[config.mk]
export PLATFORM = sky130hd
export DESIGN_NAME = sample_statistics_accumulator
export DESIGN_NICKNAME = d
export VERILOG_FILES = /design/src/hw/rtl/ssa_pkg.sv /design/src/hw/rtl/sample_statistics_accumulator.sv /design/src/hw/rtl/ssa_engine.sv
export SDC_FILE = /design/constraint.sdc
export NUM_CORES = 2
export LEC_CHECK = 0
export BUFFER_PORTS_ARGS = -buffer_cell sky130_fd_sc_hd__buf_2
export CORE_ASPECT_RATIO = 1.25
export CORE_MARGIN = 8
export CORE_UTILIZATION = 30
export DETAILED_ROUTE_END_ITERATION = 7
export GPL_TIMING_DRIVEN = 0
export SYNTH_ARGS = -nofsm -noshare
export SYNTH_HDL_FRONTEND = slang
export SYNTH_HIERARCHICAL = 1
export SYNTH_SLANG_ARGS = --single-unit
export TNS_END_PERCENT = 5
[constraint.sdc]
create_clock -name clock -period 26.7 [get_ports clock]
set_input_delay 5.34 -clock clock [delete_from_list [all_inputs] [get_ports clock]]
set_output_delay 5.34 -clock clock [all_outputs]
set_load 0.02 [all_outputs]
[src/hw/rtl/ssa_pkg.sv]
`default_nettype none

package ssa_pkg;

   localparam int COUNT_BITS = 24;
   localparam int FRAC_BITS  = 8;

   localparam int SAMPLE_W = 16;
   localparam int TOTAL_W  = 24;
   localparam int SUM_W    = 40;
   localparam int SQ_W     = 56;
   localparam int FIX_W    = 24;

   localparam int MEAN_DIVIDEND_W = SUM_W + FRAC_BITS;
   localparam int PROD_A_W        = COUNT_BITS + SQ_W;
   localparam int PROD_B_W        = 2 * SUM_W;
   localparam int NUM_W           = (PROD_A_W > PROD_B_W) ? PROD_A_W : PROD_B_W;
   localparam int DEN_W           = 2 * COUNT_BITS;
   localparam int DIVIDEND_W      = NUM_W + 2 * FRAC_BITS;
   localparam int QUO_W           = 64;
   localparam int ROOT_W          = QUO_W / 2;
   localparam int ALU_W0          = (NUM_W > DEN_W + 1) ? NUM_W : DEN_W + 1;
   localparam int ALU_W           = (ALU_W0 > QUO_W) ? ALU_W0 : QUO_W;
   localparam int STEP_W          = $clog2(DIVIDEND_W);

   localparam logic [COUNT_BITS-1:0] COUNT_MAX = '1;
   localparam logic [SAMPLE_W-1:0]   MIN_EMPTY = '1;

   typedef enum logic [1:0] {
      STATUS_OK        = 2'd0,
      STATUS_SINGLE    = 2'd1,
      STATUS_EMPTY     = 2'd2,
      STATUS_SATURATED = 2'd3
   } status_type;

   typedef enum logic {
      TOP_IDLE,
      TOP_CALC
   } top_state_type;

   typedef enum logic [3:0] {
      ENG_IDLE,
      ENG_MEAN,
      ENG_MUL_D,
      ENG_MUL_A,
      ENG_MUL_B,
      ENG_DIFF,
      ENG_DIV,
      ENG_SQRT,
      ENG_DONE
   } eng_state_type;

   typedef struct packed {
      logic start;
      logic ack;
   } ssa_ctrl_type;

   typedef struct packed {
      logic             done;
      logic [FIX_W-1:0] mean;
      logic [FIX_W-1:0] dev;
   } ssa_report_type;

endpackage

`default_nettype wire

[src/hw/rtl/sample_statistics_accumulator.sv]
// Sample word: accepted one per cycle, back to back, while no finish word is in progress.
// Finish word: the engine runs a mean division, three products, a difference, a division
// and a square root; an empty set skips all of them and a single sample stops after the mean;
// input stalls until the report is loaded.
// One shared adder/subtractor resolves one quotient, product or root bit per cycle.
// Reset: synchronous, clears the accumulators, the sequencer and rsp_valid.
`default_nettype none

module sample_statistics_accumulator (
   input  wire                             clock,
   input  wire                             reset,
   input  wire                             req_valid,
   output logic                            req_stall,
   input  wire                             req_func,
   input  wire  [ssa_pkg::SAMPLE_W-1:0]    req_sample,
   output logic                            rsp_valid,
   input  wire                             rsp_stall,
   output logic [1:0]                      rsp_status,
   output logic [ssa_pkg::TOTAL_W-1:0]     rsp_sample_total,
   output logic [ssa_pkg::SAMPLE_W-1:0]    rsp_smallest,
   output logic [ssa_pkg::SAMPLE_W-1:0]    rsp_largest,
   output logic [ssa_pkg::SUM_W-1:0]       rsp_value_sum,
   output logic [ssa_pkg::FIX_W-1:0]       rsp_mean_fixed,
   output logic [ssa_pkg::FIX_W-1:0]       rsp_deviation_fixed
);
   import ssa_pkg::*;

   top_state_type         state_ff, state_in;
   logic [COUNT_BITS-1:0] count_ff, count_in;
   logic [SUM_W-1:0]      sum_ff, sum_in;
   logic [SQ_W-1:0]       square_ff, square_in;
   logic [SAMPLE_W-1:0]   min_ff, min_in;
   logic [SAMPLE_W-1:0]   max_ff, max_in;
   logic                  overflow_ff, overflow_in;
   logic                  rsp_valid_ff, rsp_valid_in;

   status_type            rsp_status_ff;
   logic [TOTAL_W-1:0]    rsp_total_ff;
   logic [SAMPLE_W-1:0]   rsp_min_ff, rsp_max_ff;
   logic [SUM_W-1:0]      rsp_sum_ff;
   logic [FIX_W-1:0]      rsp_mean_ff, rsp_dev_ff;

   logic                  take, out_free, load;
   logic [2*SAMPLE_W-1:0] sample_sq;
   status_type            status_now;
   ssa_ctrl_type          ctrl;
   ssa_report_type        report;

   ssa_engine u_engine (
      .clock        (clock),
      .reset        (reset),
      .ctrl         (ctrl),
      .count_value  (count_ff),
      .sum_value    (sum_ff),
      .square_value (square_ff),
      .report       (report)
   );

   assign req_stall  = (state_ff != TOP_IDLE);
   assign take       = req_valid && !req_stall;
   assign out_free   = !rsp_valid_ff || !rsp_stall;
   assign load       = (state_ff == TOP_CALC) && report.done && out_free;
   assign ctrl.start = take && req_func;
   assign ctrl.ack   = load;
   assign sample_sq  = req_sample * req_sample;

   always_comb begin
      priority if (count_ff == '0) begin
         status_now = STATUS_EMPTY;
      end else if (overflow_ff) begin
         status_now = STATUS_SATURATED;
      end else if (count_ff == COUNT_BITS'(1)) begin
         status_now = STATUS_SINGLE;
      end else begin
         status_now = STATUS_OK;
      end
   end

   always_comb begin
      state_in     = state_ff;
      count_in     = count_ff;
      sum_in       = sum_ff;
      square_in    = square_ff;
      min_in       = min_ff;
      max_in       = max_ff;
      overflow_in  = overflow_ff;
      rsp_valid_in = rsp_valid_ff && rsp_stall;
      unique case (state_ff)
         TOP_IDLE: begin
            if (take && req_func) begin
               state_in = TOP_CALC;
            end else if (take) begin
               // drop the sample once the count is pinned
               if (count_ff == COUNT_MAX) begin
                  overflow_in = 1'b1;
               end else begin
                  count_in  = count_ff + 1'b1;
                  sum_in    = sum_ff + SUM_W'(req_sample);
                  square_in = square_ff + SQ_W'(sample_sq);
                  if (req_sample < min_ff) min_in = req_sample;
                  if (req_sample > max_ff) max_in = req_sample;
               end
            end
         end
         TOP_CALC: begin
            if (load) begin
               state_in     = TOP_IDLE;
               rsp_valid_in = 1'b1;
               count_in     = '0;
               sum_in       = '0;
               square_in    = '0;
               min_in       = MIN_EMPTY;
               max_in       = '0;
               overflow_in  = 1'b0;
            end
         end
         default: begin
            state_in = TOP_IDLE;
         end
      endcase
   end

   always_ff @(posedge clock) begin
      if (reset) begin
         state_ff     <= TOP_IDLE;
         count_ff     <= '0;
         sum_ff       <= '0;
         square_ff    <= '0;
         min_ff       <= MIN_EMPTY;
         max_ff       <= '0;
         overflow_ff  <= 1'b0;
         rsp_valid_ff <= 1'b0;
      end else begin
         state_ff     <= state_in;
         count_ff     <= count_in;
         sum_ff       <= sum_in;
         square_ff    <= square_in;
         min_ff       <= min_in;
         max_ff       <= max_in;
         overflow_ff  <= overflow_in;
         rsp_valid_ff <= rsp_valid_in;
      end
   end

   always_ff @(posedge clock) begin
      if (load) begin
         rsp_status_ff <= status_now;
         rsp_total_ff  <= TOTAL_W'(count_ff);
         rsp_min_ff    <= min_ff;
         rsp_max_ff    <= max_ff;
         rsp_sum_ff    <= sum_ff;
         rsp_mean_ff   <= report.mean;
         rsp_dev_ff    <= report.dev;
      end
   end

   assign rsp_valid           = rsp_valid_ff;
   assign rsp_status          = rsp_status_ff;
   assign rsp_sample_total    = rsp_total_ff;
   assign rsp_smallest        = rsp_min_ff;
   assign rsp_largest         = rsp_max_ff;
   assign rsp_value_sum       = rsp_sum_ff;
   assign rsp_mean_fixed      = rsp_mean_ff;
   assign rsp_deviation_fixed = rsp_dev_ff;

   a_clear_after_load: assert property (@(posedge clock) disable iff (reset)
      load |=> count_ff == '0 && !overflow_ff && sum_ff == '0)
      else $error("accumulators not cleared after report");

   a_empty_report_zero: assert property (@(posedge clock) disable iff (reset)
      rsp_valid && rsp_status == STATUS_EMPTY |->
         rsp_mean_fixed == '0 && rsp_deviation_fixed == '0)
      else $error("empty report carries nonzero statistics");

   a_min_le_max: assert property (@(posedge clock) disable iff (reset)
      count_ff != '0 |-> min_ff <= max_ff)
      else $error("minimum above maximum");

   a_idle_engine_quiet: assert property (@(posedge clock) disable iff (reset)
      !req_stall |-> !report.done)
      else $error("engine reports while block idle");

endmodule

`default_nettype wire

[src/hw/rtl/ssa_engine.sv]
`default_nettype none

module ssa_engine (
   input  wire                             clock,
   input  wire                             reset,
   input  ssa_pkg::ssa_ctrl_type           ctrl,
   input  wire  [ssa_pkg::COUNT_BITS-1:0]  count_value,
   input  wire  [ssa_pkg::SUM_W-1:0]       sum_value,
   input  wire  [ssa_pkg::SQ_W-1:0]        square_value,
   output ssa_pkg::ssa_report_type         report
);
   import ssa_pkg::*;

   eng_state_type     state_ff, state_in;
   logic [STEP_W-1:0] step_ff, step_in;
   logic [ALU_W-1:0]  acc_ff, acc_in;
   logic [ALU_W-1:0]  shf_ff, shf_in;
   logic [QUO_W-1:0]  quo_ff, quo_in;
   logic              sticky_ff, sticky_in;
   logic [NUM_W-1:0]  num_ff, num_in;
   logic [DEN_W-1:0]  den_ff, den_in;
   logic [FIX_W-1:0]  mean_ff, mean_in;
   logic [FIX_W-1:0]  dev_ff, dev_in;

   // shared adder/subtractor
   logic [ALU_W-1:0]  alu_a, alu_b, alu_res;
   logic              alu_sub, alu_cout;

   logic              last_step;
   logic [COUNT_BITS-1:0] count_less;
   logic [QUO_W-1:0]  quo_next;
   logic [QUO_W-1:0]  root_op;

   assign {alu_cout, alu_res} = {1'b0, alu_a} + {1'b0, (alu_sub ? ~alu_b : alu_b)}
                                + (ALU_W+1)'(alu_sub);

   assign last_step  = (step_ff == '0);
   assign count_less = count_value - 1'b1;
   // quotient after this division step; saturate when bits fall off the top
   assign quo_next   = {quo_ff[QUO_W-2:0], alu_cout};
   assign root_op    = (sticky_ff || quo_ff[QUO_W-1]) ? '1 : quo_next;

   always_comb begin
      alu_a   = '0;
      alu_b   = '0;
      alu_sub = 1'b0;
      unique case (state_ff)
         ENG_MEAN: begin
            alu_a   = (acc_ff << 1) | ALU_W'(shf_ff[MEAN_DIVIDEND_W-1]);
            alu_b   = ALU_W'(count_value);
            alu_sub = 1'b1;
         end
         ENG_MUL_D: begin
            alu_a = acc_ff << 1;
            alu_b = shf_ff[COUNT_BITS-1] ? ALU_W'(count_less) : '0;
         end
         ENG_MUL_A: begin
            alu_a = acc_ff << 1;
            alu_b = shf_ff[COUNT_BITS-1] ? ALU_W'(square_value) : '0;
         end
         ENG_MUL_B: begin
            alu_a = acc_ff << 1;
            alu_b = shf_ff[SUM_W-1] ? ALU_W'(sum_value) : '0;
         end
         ENG_DIFF: begin
            alu_a   = ALU_W'(num_ff);
            alu_b   = acc_ff;
            alu_sub = 1'b1;
         end
         ENG_DIV: begin
            alu_a   = (acc_ff << 1) | ALU_W'(shf_ff[NUM_W-1]);
            alu_b   = ALU_W'(den_ff);
            alu_sub = 1'b1;
         end
         ENG_SQRT: begin
            alu_a   = acc_ff;
            alu_b   = shf_ff | ALU_W'(quo_ff);
            alu_sub = 1'b1;
         end
         default: begin
         end
      endcase
   end

   always_comb begin
      state_in  = state_ff;
      step_in   = step_ff - 1'b1;
      acc_in    = acc_ff;
      shf_in    = shf_ff;
      quo_in    = quo_ff;
      sticky_in = sticky_ff;
      num_in    = num_ff;
      den_in    = den_ff;
      mean_in   = mean_ff;
      dev_in    = dev_ff;
      unique case (state_ff)
         ENG_IDLE: begin
            if (ctrl.start) begin
               mean_in = '0;
               dev_in  = '0;
               if (count_value == '0) begin
                  state_in = ENG_DONE;
               end else begin
                  state_in = ENG_MEAN;
                  acc_in   = '0;
                  shf_in   = ALU_W'(sum_value) << FRAC_BITS;
                  quo_in   = '0;
                  step_in  = STEP_W'(MEAN_DIVIDEND_W - 1);
               end
            end
         end
         ENG_MEAN: begin
            acc_in = alu_cout ? alu_res : alu_a;
            quo_in = quo_next;
            shf_in = shf_ff << 1;
            if (last_step) begin
               mean_in = (|quo_next[QUO_W-1:FIX_W]) ? '1 : quo_next[FIX_W-1:0];
               if (count_value == COUNT_BITS'(1)) begin
                  state_in = ENG_DONE;
               end else begin
                  state_in = ENG_MUL_D;
                  acc_in   = '0;
                  shf_in   = ALU_W'(count_value);
                  step_in  = STEP_W'(COUNT_BITS - 1);
               end
            end
         end
         ENG_MUL_D: begin
            acc_in = alu_res;
            shf_in = shf_ff << 1;
            if (last_step) begin
               den_in   = alu_res[DEN_W-1:0];
               state_in = ENG_MUL_A;
               acc_in   = '0;
               shf_in   = ALU_W'(count_value);
               step_in  = STEP_W'(COUNT_BITS - 1);
            end
         end
         ENG_MUL_A: begin
            acc_in = alu_res;
            shf_in = shf_ff << 1;
            if (last_step) begin
               num_in   = alu_res[NUM_W-1:0];
               state_in = ENG_MUL_B;
               acc_in   = '0;
               shf_in   = ALU_W'(sum_value);
               step_in  = STEP_W'(SUM_W - 1);
            end
         end
         ENG_MUL_B: begin
            acc_in = alu_res;
            shf_in = shf_ff << 1;
            if (last_step) begin
               state_in = ENG_DIFF;
            end
         end
         ENG_DIFF: begin
            // clamp a negative numerator to zero
            shf_in    = alu_cout ? alu_res : '0;
            acc_in    = '0;
            quo_in    = '0;
            sticky_in = 1'b0;
            step_in   = STEP_W'(DIVIDEND_W - 1);
            state_in  = ENG_DIV;
         end
         ENG_DIV: begin
            acc_in    = alu_cout ? alu_res : alu_a;
            quo_in    = quo_next;
            sticky_in = sticky_ff | quo_ff[QUO_W-1];
            shf_in    = shf_ff << 1;
            if (last_step) begin
               state_in = ENG_SQRT;
               acc_in   = ALU_W'(root_op);
               shf_in   = '0;
               quo_in   = QUO_W'(1) << (QUO_W - 2);
               step_in  = STEP_W'(ROOT_W - 1);
            end
         end
         ENG_SQRT: begin
            if (alu_cout) begin
               acc_in = alu_res;
               shf_in = (shf_ff >> 1) | ALU_W'(quo_ff);
            end else begin
               shf_in = shf_ff >> 1;
            end
            quo_in = quo_ff >> 2;
            if (last_step) begin
               dev_in   = (|shf_in[ALU_W-1:FIX_W]) ? '1 : shf_in[FIX_W-1:0];
               state_in = ENG_DONE;
            end
         end
         ENG_DONE: begin
            if (ctrl.ack) begin
               state_in = ENG_IDLE;
            end
         end
         default: begin
            state_in = ENG_IDLE;
         end
      endcase
   end

   always_ff @(posedge clock) begin
      if (reset) begin
         state_ff <= ENG_IDLE;
      end else begin
         state_ff <= state_in;
      end
   end

   always_ff @(posedge clock) begin
      step_ff   <= step_in;
      acc_ff    <= acc_in;
      shf_ff    <= shf_in;
      quo_ff    <= quo_in;
      sticky_ff <= sticky_in;
      num_ff    <= num_in;
      den_ff    <= den_in;
      mean_ff   <= mean_in;
      dev_ff    <= dev_in;
   end

   assign report.done = (state_ff == ENG_DONE);
   assign report.mean = mean_ff;
   assign report.dev  = dev_ff;

   a_ack_only_when_done: assert property (@(posedge clock) disable iff (reset)
      ctrl.ack |-> state_ff == ENG_DONE)
      else $error("ack while engine not done");

   a_start_only_idle: assert property (@(posedge clock) disable iff (reset)
      ctrl.start |-> state_ff == ENG_IDLE)
      else $error("start while engine busy");

   a_done_holds: assert property (@(posedge clock) disable iff (reset)
      state_ff == ENG_DONE && !ctrl.ack |=> state_ff == ENG_DONE && $stable(dev_ff))
      else $error("report lost before ack");

endmodule

`default_nettype wire
==> results.yml <==
logic_synthesis:
  ys_seq_area_share_pct: 40.0
  yosys_register_bits: 713
  synth-edff-count: 547
  syn_area_mm2: 0.0494
  yosysWarnings: 6
  syn_nets: 5653
  synth_ff_type: "edfxtp_1"
  yosys.cell_types.count: 101
  synth.avg_cell_area_um2: 9.51
  netlist_instances: 5191
  synthArstFlopShare_pct: 0
clock_tree:
  htree_levels: 3
  cts_hold_repair.buffers: 0
  clk_latency_ns: 0.73
  cts_tree: "done"
  cts-resized-gates: 0
  cts.sink_count: 713
  cts_root_buffer: "clkbuf_16"
  cts_setup_buffers: 0
  clkTransAtPathRegs_ns: 0.07
  clk_path_buf_depth: 3
  numCtsBuffers: 79
power:
  seqPwrFrac_pct: 29.6
  internal_power_uw: 2590
  power_density_mw_per_mm2: 78.0
  clockPowerShare_pct: 26.4
  p_leak_uw: 0.0224
  swShare_pct: 40.8
  switchingPower_uw: 1790
  ir_worst_vdd_uv: 81.8
  p_comb_share_pct: 44.0
floorplan:
  fp-row-count: 166
  start_util_pct: 30.2
  ios: 169
  die_area_mm2: 0.178
  coreArea_mm2: 0.164
  die_y_um: 470
  die_w_um: 379
run:
  cap_violations: 1
setup_path:
  crit_path_end: "square_ff[53]$_SDFFE_PP0P_"
  path_depth: 25
  reg2reg_slack_ns: 16.32
  cp_max_fo: 10
  worst-path-buf-inv: 9
  startpoint: "req_sample[13]"
  crit_path_top_delay_cell: "a2111oi_4"
  cp_common_cell: "fa_1"
  r2r-start: "u_engine/state_ff[1]$_SDFFE_PP0P_"
  start_kind: "input port"
  endpoint_kind: "register"
  max_stage_delay_ns: 0.76
  reg2reg_depth: 22
  critPathKind: "input port to register"
  arrival_ns: 13.27
  cpLargestDelayFamily: "adder cells"
  timing.rr.end: "u_engine/shf_ff[20]$_DFFE_PP_"
  required_ns: 27.28
final_layout:
  area_growth_pct: 13.7
  final_cells: 7715
  drive_gt1_share_pct: 7.54
  final_nets: 5925
timing:
  grt_setup_unrepaired: "no"
  fin_tns_setup_ns: 0
  worst_pin_slew_ns: 1.49
  fmax_mhz: 78.8
  period_needed_ns: 12.69
  finalSetupViolations: 0
  post-route-period-util_pct: 47.5
  slew_violations: 1
  relSlewSlack_pct: -0.662
  setup_slack_ns: 14.01
  skew_ns: 0.0457
  finalHoldViolCount: 0
route:
  drc: 0
  routed_via_density: 5.83
  vias: 45000
  drt_iter0_markers: 5458
  dr.pass1.iters: 8
  wl_um: 220000
  routedWlPerCell_um: 28.5
  postRouteAntennaNets: 0
placement:
  post-place-ws_ns: 13.31
  dpl.hpwl_um: 175000
  port-buffer-count: 168
  gp_congestion: 1.02
  place_inst: 7565
hold_path:
  hold_path.class: "register to register"
global_routing:
  grt_pass1_vias: 44200
  overflow: 0
  grt_max_degree: 65
  grt_pass1_wl_um: 312000
  grt_antenna_before_repair: 7
  track_usage_pct: 23.7
outcome:
  status: "finished with violations"
  violations: "max-capacitance violations, max-slew violations"
## cell type report
| class | count | area [um2] |
|---|---|---|
| Buffer | 310 | 1220 |
| Timing Repair Buffer | 191 | 1270 |
| Inverter | 484 | 1820 |
| Clock buffer | 93 | 2090 |
| Multi-Input combinational cell | 3684 | 26700 |
| Antenna cell | 3 | 7.51 |
| Clock inverter | 53 | 588 |
| Tap cell | 2184 | 2730 |
| Fill cell | 17000 | 108000 |
| Sequential cell | 713 | 19700 |
## cells in the final DEF (no fill, tap or decap), drive strengths merged, types with 25 or more instances in the layout
master / synthesis / routed
o221ai: 61 / 61
a21boi: 25 / 25
xor2: 80 / 80
o21bai: 32 / 32
nand4: 71 / 71
dfxtp: 166 / 166
xnor2: 122 / 122
a221oi: 62 / 62
buf: 56 / 247
nor2: 395 / 395
clkbuf: 254 / 347
a211oi: 25 / 25
a21oi: 374 / 374
o21a: 44 / 44
edfxtp: 547 / 547
nand2: 526 / 526
ha: 245 / 245
o21ai: 295 / 295
nor3: 70 / 70
a31oi: 63 / 63
and4: 34 / 34
fa: 196 / 196
a222oi: 33 / 33
inv: 483 / 490
a21o: 102 / 102
and3: 25 / 25
and2: 63 / 63
a221o: 34 / 34
mux2i: 40 / 40
nand2b: 31 / 31
nand3: 101 / 101
a22oi: 140 / 140
a22o: 80 / 80
clkinv: 1 / 35
nor4: 52 / 52
## stage by stage
step	power (uW)	cell area [um2]	hold WS, ns	utilization [%]
finish	4380	56100	0.403	34.3
global route	4680	56100	0.411	34.3
CTS	4380	56100	0.402	34.3
detailed placement	3210	53400	0.406	32.7
global placement	3200	52900	0.381	32.4
floorplan	2720	49400	0.371	-
## flip-flops by register name (all words and copies together), names as in the netlist, 24 cells and up
signal	flops
u_engine/acc_ff	80
u_engine/num_ff	80
u_engine/shf_ff	80
u_engine/quo_ff	64
square_ff	56
u_engine/den_ff	48
rsp_value_sum	40
sum_ff	40
count_ff	24
rsp_deviation_fixed	24
rsp_mean_fixed	24
rsp_sample_total	24
u_engine/dev_ff	24
u_engine/mean_ff	24
## power groups by stage
stage | Combinational, uW | Sequential (uW) | Clock, uW
after floorplan | 1430 | 1290 | 0
after global placement | 1880 | 1320 | 0
after detailed placement | 1890 | 1320 | 0
after CTS | 1920 | 1290 | 1170
after global routing | 2180 | 1300 | 1210
final | 1930 | 1290 | 1160
## routing by layer
metal	wire length, um	track usage (%)	part of all wire (%)	up-vias
met2	103000	39.7	47	2697
met5	32	0	0.015	-
met1	76900	26.5	35	22000
met4	19300	17.2	8.8	4
met3	20500	5.16	9.3	795
li1	-	-	-	19500
## worst min path at each step
stage / start / endpoint / slack, ns / cells past startpoint
3_5_place_dp: u_engine/dev_ff[6]$_SDFFCE_PN0P_ / rsp_deviation_fixed[6]$_DFFE_PP_ / 0.41 / 0
2_1_floorplan: u_engine/step_ff[0]$_DFF_P_ / u_engine/step_ff[0]$_DFF_P_ / 0.37 / 1
5_1_grt: u_engine/mean_ff[0]$_SDFFCE_PN0P_ / rsp_mean_fixed[0]$_DFFE_PP_ / 0.41 / 0
6_report: u_engine/mean_ff[0]$_SDFFCE_PN0P_ / rsp_mean_fixed[0]$_DFFE_PP_ / 0.40 / 0
4_1_cts: u_engine/mean_ff[0]$_SDFFCE_PN0P_ / rsp_mean_fixed[0]$_DFFE_PP_ / 0.40 / 0
3_3_place_gp: u_engine/step_ff[0]$_DFF_P_ / u_engine/step_ff[0]$_DFF_P_ / 0.38 / 1
## kinds of logic after synthesis
family | count (synthesis) | share of synthesized area (%)
AND/OR/NAND/NOR | 1465 | 13.9
multiplexers | 49 | 1.02
buffers and inverters | 794 | 6.14
XOR/XNOR | 202 | 3.58
flip-flops | 713 | 40.0
AO/OA/AOI/OAI | 1527 | 21.3
adder cells (fa/ha/maj) | 441 | 14.2
## cells in the mapped netlist (40+ instances only)
library cell  number  area [um2]
dfxtp_1          166        3320
ha_1             245        3070
nand3_1          101         505
a221oi_1          61         534
nor2_1           394        1480
xnor2_1          122        1070
nor3_1            68         340
a21o_1           102         766
edfxtp_1         547       16400
inv_1            483        1810
o21ai_0          291        1460
fa_1             196        3920
a31oi_1           61         382
clkbuf_1         254         953
xor2_1            80         701
and2_1            63         394
a22o_1            80         701
a22oi_1          140        1050
a21oi_1          374        1870
o21a_1            44         330
mux2i_1           40         400
nor4_1            52         325
nand2_1          525        1970
nand4_1           71         444
o221ai_1          61         534
No activity file was read; power rests on OpenSTA's default activity.
